## config.mk

```make
export PLATFORM = sky130hd
export DESIGN_NAME = cnw_cell
export DESIGN_NICKNAME = d
export VERILOG_FILES = /design/src/sv/cnw_pkg.sv /design/src/sv/cnw_cell.sv
export SDC_FILE = /design/constraint.sdc
export NUM_CORES = 1
export LEC_CHECK = 0
export ABC_AREA = 1
export BUFFER_PORTS_ARGS = -buffer_cell sky130_fd_sc_hd__buf_2
export CAP_MARGIN = 20
export CORE_MARGIN = 3
export CORE_UTILIZATION = 54
export CTS_BUF_LIST = sky130_fd_sc_hd__clkbuf_16
export CTS_CLUSTER_DIAMETER = 120
export CTS_CLUSTER_SIZE = 16
export DETAILED_ROUTE_END_ITERATION = 16
export PLACE_DENSITY = 0.85
export SLEW_MARGIN = 20
export SYNTH_ARGS = -nofsm -noshare
export SYNTH_HDL_FRONTEND = slang
export SYNTH_SLANG_ARGS = --single-unit
```

## constraint.sdc

```tcl
create_clock -name clk -period 2.4 [get_ports clk]
set_clock_uncertainty 0.2 [all_clocks]
set_input_delay 0.72 -clock clk [delete_from_list [all_inputs] [get_ports clk]]
set_output_delay 0.72 -clock clk [all_outputs]
set_load 0.01 [all_outputs]
```

## src/sv/cnw_pkg.sv

```systemverilog
// Package with the word and result types and the cell control group.
`default_nettype none

package cnw_pkg;

  localparam int unsigned IN_SYM_W = 8;
  localparam int unsigned OUT_W = 9;

  typedef struct packed {
    logic [IN_SYM_W-1:0] symbol;
    logic                last;
  } in_word_t;

  typedef struct packed {
    logic [OUT_W-1:0] exponent;
    logic [OUT_W-1:0] min_period;
    logic             too_long;
  } out_word_t;

  // Cell controls; at most one of them is high in a cycle.
  typedef struct packed {
    logic init;
    logic load;
    logic cmp;
    logic drain;
  } cell_ctrl_t;

endpackage

`default_nettype wire

```

## src/sv/cnw_cell.sv

```systemverilog
// One cell of the chain: a stored symbol and the repeat count for one period.
`default_nettype none

module cnw_cell #(
  parameter int unsigned PERIOD = 1,
  parameter int unsigned SYM_W = 8,
  parameter int unsigned MAX_LEN = 256
) (
  input  wire logic                            clk,
  input  wire logic                            rst,
  input  wire cnw_pkg::cell_ctrl_t             ctrl,
  input  wire logic [SYM_W-1:0]                lo_sym,
  input  wire logic                            lo_vld,
  input  wire logic [SYM_W-1:0]                hi_sym,
  input  wire logic                            hi_vld,
  input  wire logic [$clog2(MAX_LEN+1)-1:0]    hi_copies,
  input  wire logic [SYM_W-1:0]                head_sym,
  output logic [SYM_W-1:0]                     sym,
  output logic                                 vld,
  output logic [$clog2(MAX_LEN+1)-1:0]         copies
);
  import cnw_pkg::*;

  localparam int unsigned PW = $clog2(MAX_LEN);
  localparam int unsigned CW = $clog2(MAX_LEN+1);
  localparam logic [PW-1:0] POS_LAST = PW'(PERIOD - 1);

  logic          alive;
  logic [PW-1:0] pos;

  always_ff @(posedge clk) begin
    if (ctrl.load) begin
      sym <= lo_sym;
    end else if (ctrl.cmp) begin
      sym <= hi_sym;
    end
  end

  // During the compare pass the head holds w[i+PERIOD] while this cell holds w[i],
  // with i walking down from the end of the word. A run of matches that fills
  // a whole period adds one more copy of the final block.
  always_ff @(posedge clk) begin
    if (rst) begin
      vld    <= 1'b0;
      alive  <= 1'b1;
      pos    <= '0;
      copies <= CW'(1);
    end else if (ctrl.init) begin
      vld    <= 1'b0;
      alive  <= 1'b1;
      pos    <= '0;
      copies <= CW'(1);
    end else if (ctrl.load) begin
      vld <= lo_vld;
    end else if (ctrl.cmp) begin
      vld <= hi_vld;
      if (vld && alive) begin
        if (sym == head_sym) begin
          if (pos == POS_LAST) begin
            pos    <= '0;
            copies <= copies + CW'(1);
          end else begin
            pos <= pos + PW'(1);
          end
        end else begin
          alive <= 1'b0;
        end
      end
    end else if (ctrl.drain) begin
      copies <= hi_copies;
    end
  end

endmodule

`default_nettype wire

```

## Yosys cells after proc, flatten, opt, wreduce, memory -nomap -nowiden

Cells that the tools add are included.

| cells by class | value |
|---|---|
| $add $sub $neg | 2 |
| bitwise gates (word level) | 2 |
| equal/unequal tests | 4 |
| reductions and logical operators | 8 |
| muxes and demuxes | 10 |

Operators with widths:

| cell | number |
|---|---|
| 2-to-1 mux 9 bit | 5 |
| 2-to-1 mux 8 bit | 3 |
| adder 9 x 1 -> 9 bit, second input constant | 1 |
| adder 8 x 1 -> 8 bit, second input constant | 1 |
| == test 8 bit | 1 |
| logical NOT 8 bit | 1 |
| AND reduction 4 bit | 2 |
| inequality test 2 x 1 -> 1 bit, second input constant | 3 |
| AND reduction 5 bit | 1 |
| nonzero test 2 bit | 2 |
| 2-to-1 mux 1 bit | 2 |
| inverter 1 bit | 2 |
| OR reduction 2 bit | 1 |
| logical AND 1 bit | 1 |

| storage, ports and cells | value |
|---|---|
| input bits | 41 |
| register bits | 27 |
| word-level logic and storage cells | 31 |

## Logic depth before layout (Yosys ltp)

Gate-level depths: netlist of the first run.

| depth | value |
|---|---|
| depth in word-level cells | 5 |
| depth in mapped cells | 13 |

## Worst setup path after synthesis of the first run

Ideal clock, no wire load.

| timing | value |
|---|---|
| path kind | input to register |
| from | input ctrl[2] (netlist name) |
| to | register copies[6] |
| setup time | 113 ps |
| buffers on the path | 2 |
| data arrival time | 1607 ps |
| stages | 9 |
| path slack | 480 ps |
| required time | 2087 ps |
| cell sequence | buf_2 -> nor2_1 -> inv_1 -> nand2_2 -> nand2_4 -> buf_6 -> nand2_2 -> nand2_1 -> nor2_1 |

| on the way | value |
|---|---|
| longest elaborated chain between the ends | 2 |

RTL lines:

| item | RTL line | RTL |
|---|---|---|
| start: declaration | cnw_cell.sv:11 | `input wire cnw_pkg::cell_ctrl_t ctrl,` |
| inverter 1 bit (no source line) | -- |  |
| AND reduction 5 bit (no source line) | -- |  |
| end signal: assignment | cnw_cell.sv:61 | `copies <= copies + CW'(1);` |
| end signal: assignment | cnw_cell.sv:70 | `copies <= hi_copies;` |
| end: declaration | cnw_cell.sv:20 | `output logic [$clog2(MAX_LEN+1)-1:0] copies` |

Every way passes these cells.
A chain may end at the register's enable or synchronous reset.

## Worst setup path in the final report of the first run

| timing | value |
|---|---|
| from | input head_sym[3] |
| to | register pos[1] |

| on the way | value |
|---|---|
| longest elaborated chain between the ends | 2 |

RTL lines:

| item | RTL line | RTL |
|---|---|---|
| start: declaration | cnw_cell.sv:17 | `input wire logic [SYM_W-1:0] head_sym,` |
| == test 8 bit | cnw_cell.sv:58 | `if (sym == head_sym) begin` |
| AND reduction 4 bit (no source line) | -- |  |
| end signal: assignment | cnw_cell.sv:63 | `pos <= pos + PW'(1);` |
| end: declaration | cnw_cell.sv:29 | `logic [PW-1:0] pos;` |

Every way passes these cells.

==> metrics.txt, run 1 <==
Yosys warning total=0; syn_nets=306; fillers=259; drt first pass iters=4; average routed wire per standard cell=10.4 um; fin cells=365; PD cells=494 mW/mm2; number of global-route vias before repair=1558; Layout Nets=368; minimum clock period=1970 ps; Overflow after GRT=0; diode count=0; CP max FO=9; synth unique cells=26; Max VDD drop=302 uV; Worst Setup Path Type=input port to flip-flop; Area Overhead vs Synth=24.3%; final worst path period share=0.819; std cell rows=19; Final Max Slew Viols=0; WL final=3.81 mm; WP data arrival=1910 ps; Worst-Margin Slew=345 ps; hold depth=2; die area=0.00389 mm2; Synth top area share=0.222; die height=62.4 um; Root Driver=clkbuf_16; core footprint=0.00290 mm2; GPL Wtd Cong=0.847; initial antenna violation count=0; DRC=0; cell taking the most area after synthesis=dfxtp_1; Cell Area, Synth=0.00172 mm2; leading cell types in the layout, fill and taps excluded=nand2_1, buf_2, inv_1; Initial Utilization=0.591; CTS H-tree depth=1; largest net degree at the start of global routing=18; worst skew pair latency=260 ps; commonest non-fill, non-tap cell in the layout=nand2_1; final hold violation count=0; worst hold path startpoint=alive$_SDFFE_PP1P_; Final Util=0.735; #FFs+latches synth=27; total power=1.05 mW; final setup vio count=0; maximum clock path buffer count=2; TritonCTS Buffers=3; Worst R2R Path Depth=7; # Post-CTS Setup Buffers=0; sequential share of the synthesized area=0.362; f_max=0.508 GHz; min-delay worst type=flip-flop to flip-flop; outcome=complete, no violations; crit end category=flip-flop; post-DP HPWL=2.93 mm; RSZ-0062 raised after global routing=false; GRT Util Overall=0.201; Area contributors post-synth=dfxtp_1, nand2_1, edfxtp_1; Clock transition at path regs=70 ps; setup total negative slack=0 ps; TritonCTS clock tree=yes; 1st-iter DRT viols=57; die width=62.4 um; Final ANT Viol Nets=0; Rel. slew slack=0.770; Port Buf Inserts=58; Req. time, crit path=2350 ps; # Max-Cap Violations=0; via count of the routed design=1773; reg-to-reg startpoint=sym[3]$_DFFE_PP_; Worst Setup SP=head_sym[3]; Hold Buf Count CTS=0; dpl cells=361; layout cell share with drive strength beyond 1=0.248; I/O pins=59; Sink Count=27; Syn Area/Cell=6.55 um2; crit path launch type=input port; vias per std cell=4.86; LEAKAGE=1.15 nW; Mapped Cells=262; first-pass GRT wire length=6.58 mm; Post-CTS Resized=0
[synthesized netlist by cell type]
cell       n
nand2_1   98
inv_1     34
nor2_1    23
dfxtp_1   19
nand3_1   17
o21ai_0   10
a21oi_1    9
edfxtp_1   8
xnor2_1    5
xor2_1     5
nand4_1    4
nor2_2     4
ha_1       3
inv_2      3
nand3b_1   3
nor3_1     3
buf_2      2
buf_6      2
nand2_2    2
nand2_4    2
a22oi_1    1
and2_1     1
buf_4      1
clkbuf_1   1
nand3_2    1
or2_2      1
[flip-flops by register name, summed over array words and instances (netlist names)]
name	flops
copies	9
pos	8
sym	8
alive	1
vld	1
[critical path, cell delays in order]
cell	delay, ps
buf_2	110
xnor2_1	160
nand2_1	70
nor2_1	150
and2_1	360
nand2_4	130
o21ai_0	170
nor2_1	50
[path summary, 6_finish.rpt]
| check | endpoint | slack, ps |
|---|---|---|
| max | pos[1]$_SDFFE_PP0P_ | 430 |
| min | alive$_SDFFE_PP1P_ | 290 |
| max reg2reg | pos[1]$_SDFFE_PP0P_ | 570 |
| min reg2reg | alive$_SDFFE_PP1P_ | 290 |
[cell families (layout without fill, tap and decap cells)]
| group | Yosys count | in the layout | synth area share |
|---|---|---|---|
| AO/OA/AOI/OAI | 20 | 20 | 0.0598 |
| XOR/XNOR | 10 | 10 | 0.0511 |
| adder cells (fa/ha/maj) | 3 | 3 | 0.0219 |
| buffers and inverters | 43 | 104 | 0.106 |
| flip-flops | 27 | 27 | 0.362 |
| AND/OR/NAND/NOR | 159 | 159 | 0.399 |
[where the power goes]
part	total [mW]	internal [mW]	switching, mW
Combinational	0.166	0.0755	0.0903
Sequential	0.509	0.493	0.0160
Clock	0.379	0.225	0.155
Total	1.05	0.793	0.261
[routing by layer]
metal | wire [um] | vias up | share of wire | global-route usage
met4 | 17 | 0 | 0.0045 | 0.0496
li1 | - | 932 | - | -
met3 | 161 | 2 | 0.042 | 0.0234
met2 | 1850 | 39 | 0.48 | 0.349
met5 | 0 | - | 0 | 0
met1 | 1780 | 800 | 0.47 | 0.264
[final cells by class]
class                           instances  area, um2  area share
Timing Repair Buffer                   63        328       0.154
Sequential cell                        27        621       0.291
Tap cell                               42       52.6      0.0246
Inverter                               37        139      0.0651
Multi-Input combinational cell        192        912       0.428
Clock buffer                            3       75.1      0.0352
Clock inverter                          1       5.00     0.00235
[stage by stage]
| step | setup WS, ps | hold slack (ps) | cell area (um2) |
|---|---|---|---|
| floorplan | 480 | 244 | 1720 |
| detailed placement | 147 | 267 | 2050 |
| CTS | 433 | 286 | 2130 |
| global placement | 214 | 262 | 2050 |
| global route | 296 | 338 | 2130 |
| finish | 433 | 289 | 2130 |
No activity file was read; power rests on OpenSTA's default activity.
==> run 2: changes to the inputs <==
--- a/config.mk
+++ b/config.mk
@@ -9,12 +9,12 @@
 export BUFFER_PORTS_ARGS = -buffer_cell sky130_fd_sc_hd__buf_2
 export CAP_MARGIN = 20
 export CORE_MARGIN = 3
-export CORE_UTILIZATION = 54
+export CORE_UTILIZATION = 45
 export CTS_BUF_LIST = sky130_fd_sc_hd__clkbuf_16
 export CTS_CLUSTER_DIAMETER = 120
 export CTS_CLUSTER_SIZE = 16
 export DETAILED_ROUTE_END_ITERATION = 16
-export PLACE_DENSITY = 0.85
+export PLACE_DENSITY = 0.76
 export SLEW_MARGIN = 20
 export SYNTH_ARGS = -nofsm -noshare
 export SYNTH_HDL_FRONTEND = slang
==> constraint.sdc (replaced) <==
create_clock -name clk -period 1.7 [get_ports clk]
set_clock_uncertainty 0.2 [all_clocks]
set_input_delay 0.51 -clock clk [delete_from_list [all_inputs] [get_ports clk]]
set_output_delay 0.51 -clock clk [all_outputs]
set_load 0.01 [all_outputs]
==> metrics.txt, run 2 (same netlist as run 1, synthesis figures left out) <==
Worst Setup Path Type=flip-flop to flip-flop; first-pass GRT wire length=6.44 mm; final setup vio count=4; max reg flops=9; leading cell types in the layout, fill and taps excluded=nand2_1, buf_2, inv_1; largest net degree at the start of global routing=18; DP Area=0.00214 mm2; minimum clock period=1710 ps; post-DP HPWL=3.11 mm; Area Overhead vs Synth=33.4%; min-delay worst type=flip-flop to flip-flop; Reg area=622 um2; number of global-route vias before repair=1563; CTS H-tree depth=1; worst skew pair latency=260 ps; RR Endpoint=copies[8]$_SDFFE_PP0P_; crit path launch type=flip-flop; I/O pins=59; violated checks=negative setup slack; commonest non-fill, non-tap cell in the layout=nand2_1; final worst setup slack=-10.8 ps; Worst Setup SP=pos[1]$_SDFFE_PP0P_; CP max FO=8; drt first pass iters=4; Sink Count=27; diode count=0; DRC=0; die height=67.7 um; std cell rows=21; via count of the routed design=1815; Initial Utilization=0.491; Hold Buf Count CTS=0; Clock transition at path regs=60 ps; Final Max Slew Viols=0; 1st-iter DRT viols=100; outcome=finished with violations; RSZ-0062 raised after global routing=true; Max VDD drop=427 uV; Root Driver=clkbuf_16; LEAKAGE=1.22 nW; GPL Wtd Cong=0.826; crit end category=flip-flop; final worst path period share=1.01; Layout Nets=380; Final Util=0.655; maximum clock path buffer count=2; Final ANT Viol Nets=0; TritonCTS Buffers=3; initial antenna violation count=0; PD cells=659 mW/mm2; die width=67.7 um; hold depth=2; Rel. slew slack=0.813; vias per std cell=4.76; core footprint=0.00349 mm2; Biggest register=copies; final hold violation count=0; fillers=324; largest registers=copies: 9 flops, pos: 8 flops, sym: 8 flops; WL final=4.07 mm; # Max-Cap Violations=0; die area=0.00459 mm2; worst hold path startpoint=pos[7]$_SDFFE_PP0P_; WP data arrival=1670 ps; Hold EP=pos[7]$_SDFFE_PP0P_; GRT Util Overall=0.183; multi-input combinational cell area=965 um2; TritonCTS clock tree=yes; reg-to-reg startpoint=pos[1]$_SDFFE_PP0P_; cell area after layout=0.00229 mm2; Worst R2R Path Depth=11; layout cell share with drive strength beyond 1=0.299; Overflow after GRT=0; f_max=0.585 GHz; reg-to-reg slack, setup=-10 ps; Port Buf Inserts=58; Worst-Margin Slew=278 ps; average routed wire per standard cell=10.7 um; Req. time, crit path=1660 ps
run 2: changes by cell type in the layout (fill, tap and decap cells not counted), moves of 2 or more:
cell     change
buf_4        +9
nor2_1       -3
inv_2        +2
nand2_1      -2
nor2_2       +2
run 2: cell type report:
cell class / count / share of cell area
clock inverters: 1 / 0.00164
clock buffers: 3 / 0.0328
inverters: 37 / 0.0607
repair buffers: 74 / 0.186
multi-input cells: 193 / 0.422
flip-flops and latches: 27 / 0.272
well taps: 46 / 0.0252
run 2: where the power goes:
group / internal [mW] / leakage (nW) / switching, mW
registers: 0.696 / 0.237 / 0.0225
logic: 0.121 / 0.944 / 0.144
clock network: 0.315 / 0.0423 / 0.210
run 2: through the flow:
step	hold WS, ps	worst slack [ps]	cells	setup TNS, ps	total power [mW]
6_report	277	-10.8	381	-20.5	1.51
5_1_grt	324	-144	381	-1220	1.57
4_1_cts	283	3.48	378	0	1.51
3_5_place_dp	270	-200	374	-2990	0.981
3_3_place_gp	259	-152	374	-2290	0.975
2_1_floorplan	244	12.4	262	0	0.868
run 2: per-layer routing:
layer | GRT usage | vias to the layer above | share of wire
met1 | 0.213 | 797 | 0.43
met2 | 0.344 | 54 | 0.50
met3 | 0.0150 | 5 | 0.051
met4 | 0.0684 | 0 | 0.013
li1 | - | 959 | -
met5 | 0 | - | 0
run 2: critical path, stage by stage, from the launching register on:
cell and delay [ps]:
dfxtp_2 340, inv_2 50, ha_1 130, nand2_1 70, nor2_2 100, nand2_1 70
nor2_2 140, nand3_4 100, nand2_4 140, nand2_4 100, nor2_1 110, nor2_1 50
run 2: timing repair:
| action | 4_1_cts | 5_1_grt |
|---|---|---|
| setup buffers | 0 | 2 |
| endpoints found under the setup margin | 10 | 17 |
| endpoints found under the hold margin | 0 | 0 |
| pin swaps | 0 | 10 |
| gates cloned | 0 | 1 |
| resized for setup | 3 | 10 |
run 2: worst max-delay path by stage:
stage / endpoint / slack, ps / depth (start not counted)
floorplan: pos[1]$_SDFFE_PP0P_ / 10 / 8
global route: copies[8]$_SDFFE_PP0P_ / -140 / 11
finish: copies[8]$_SDFFE_PP0P_ / -10 / 11
CTS: copies[3]$_SDFFE_PP0P_ / 3 / 11
global placement: copies[3]$_SDFFE_PP0P_ / -150 / 10
detailed placement: copies[3]$_SDFFE_PP0P_ / -200 / 10
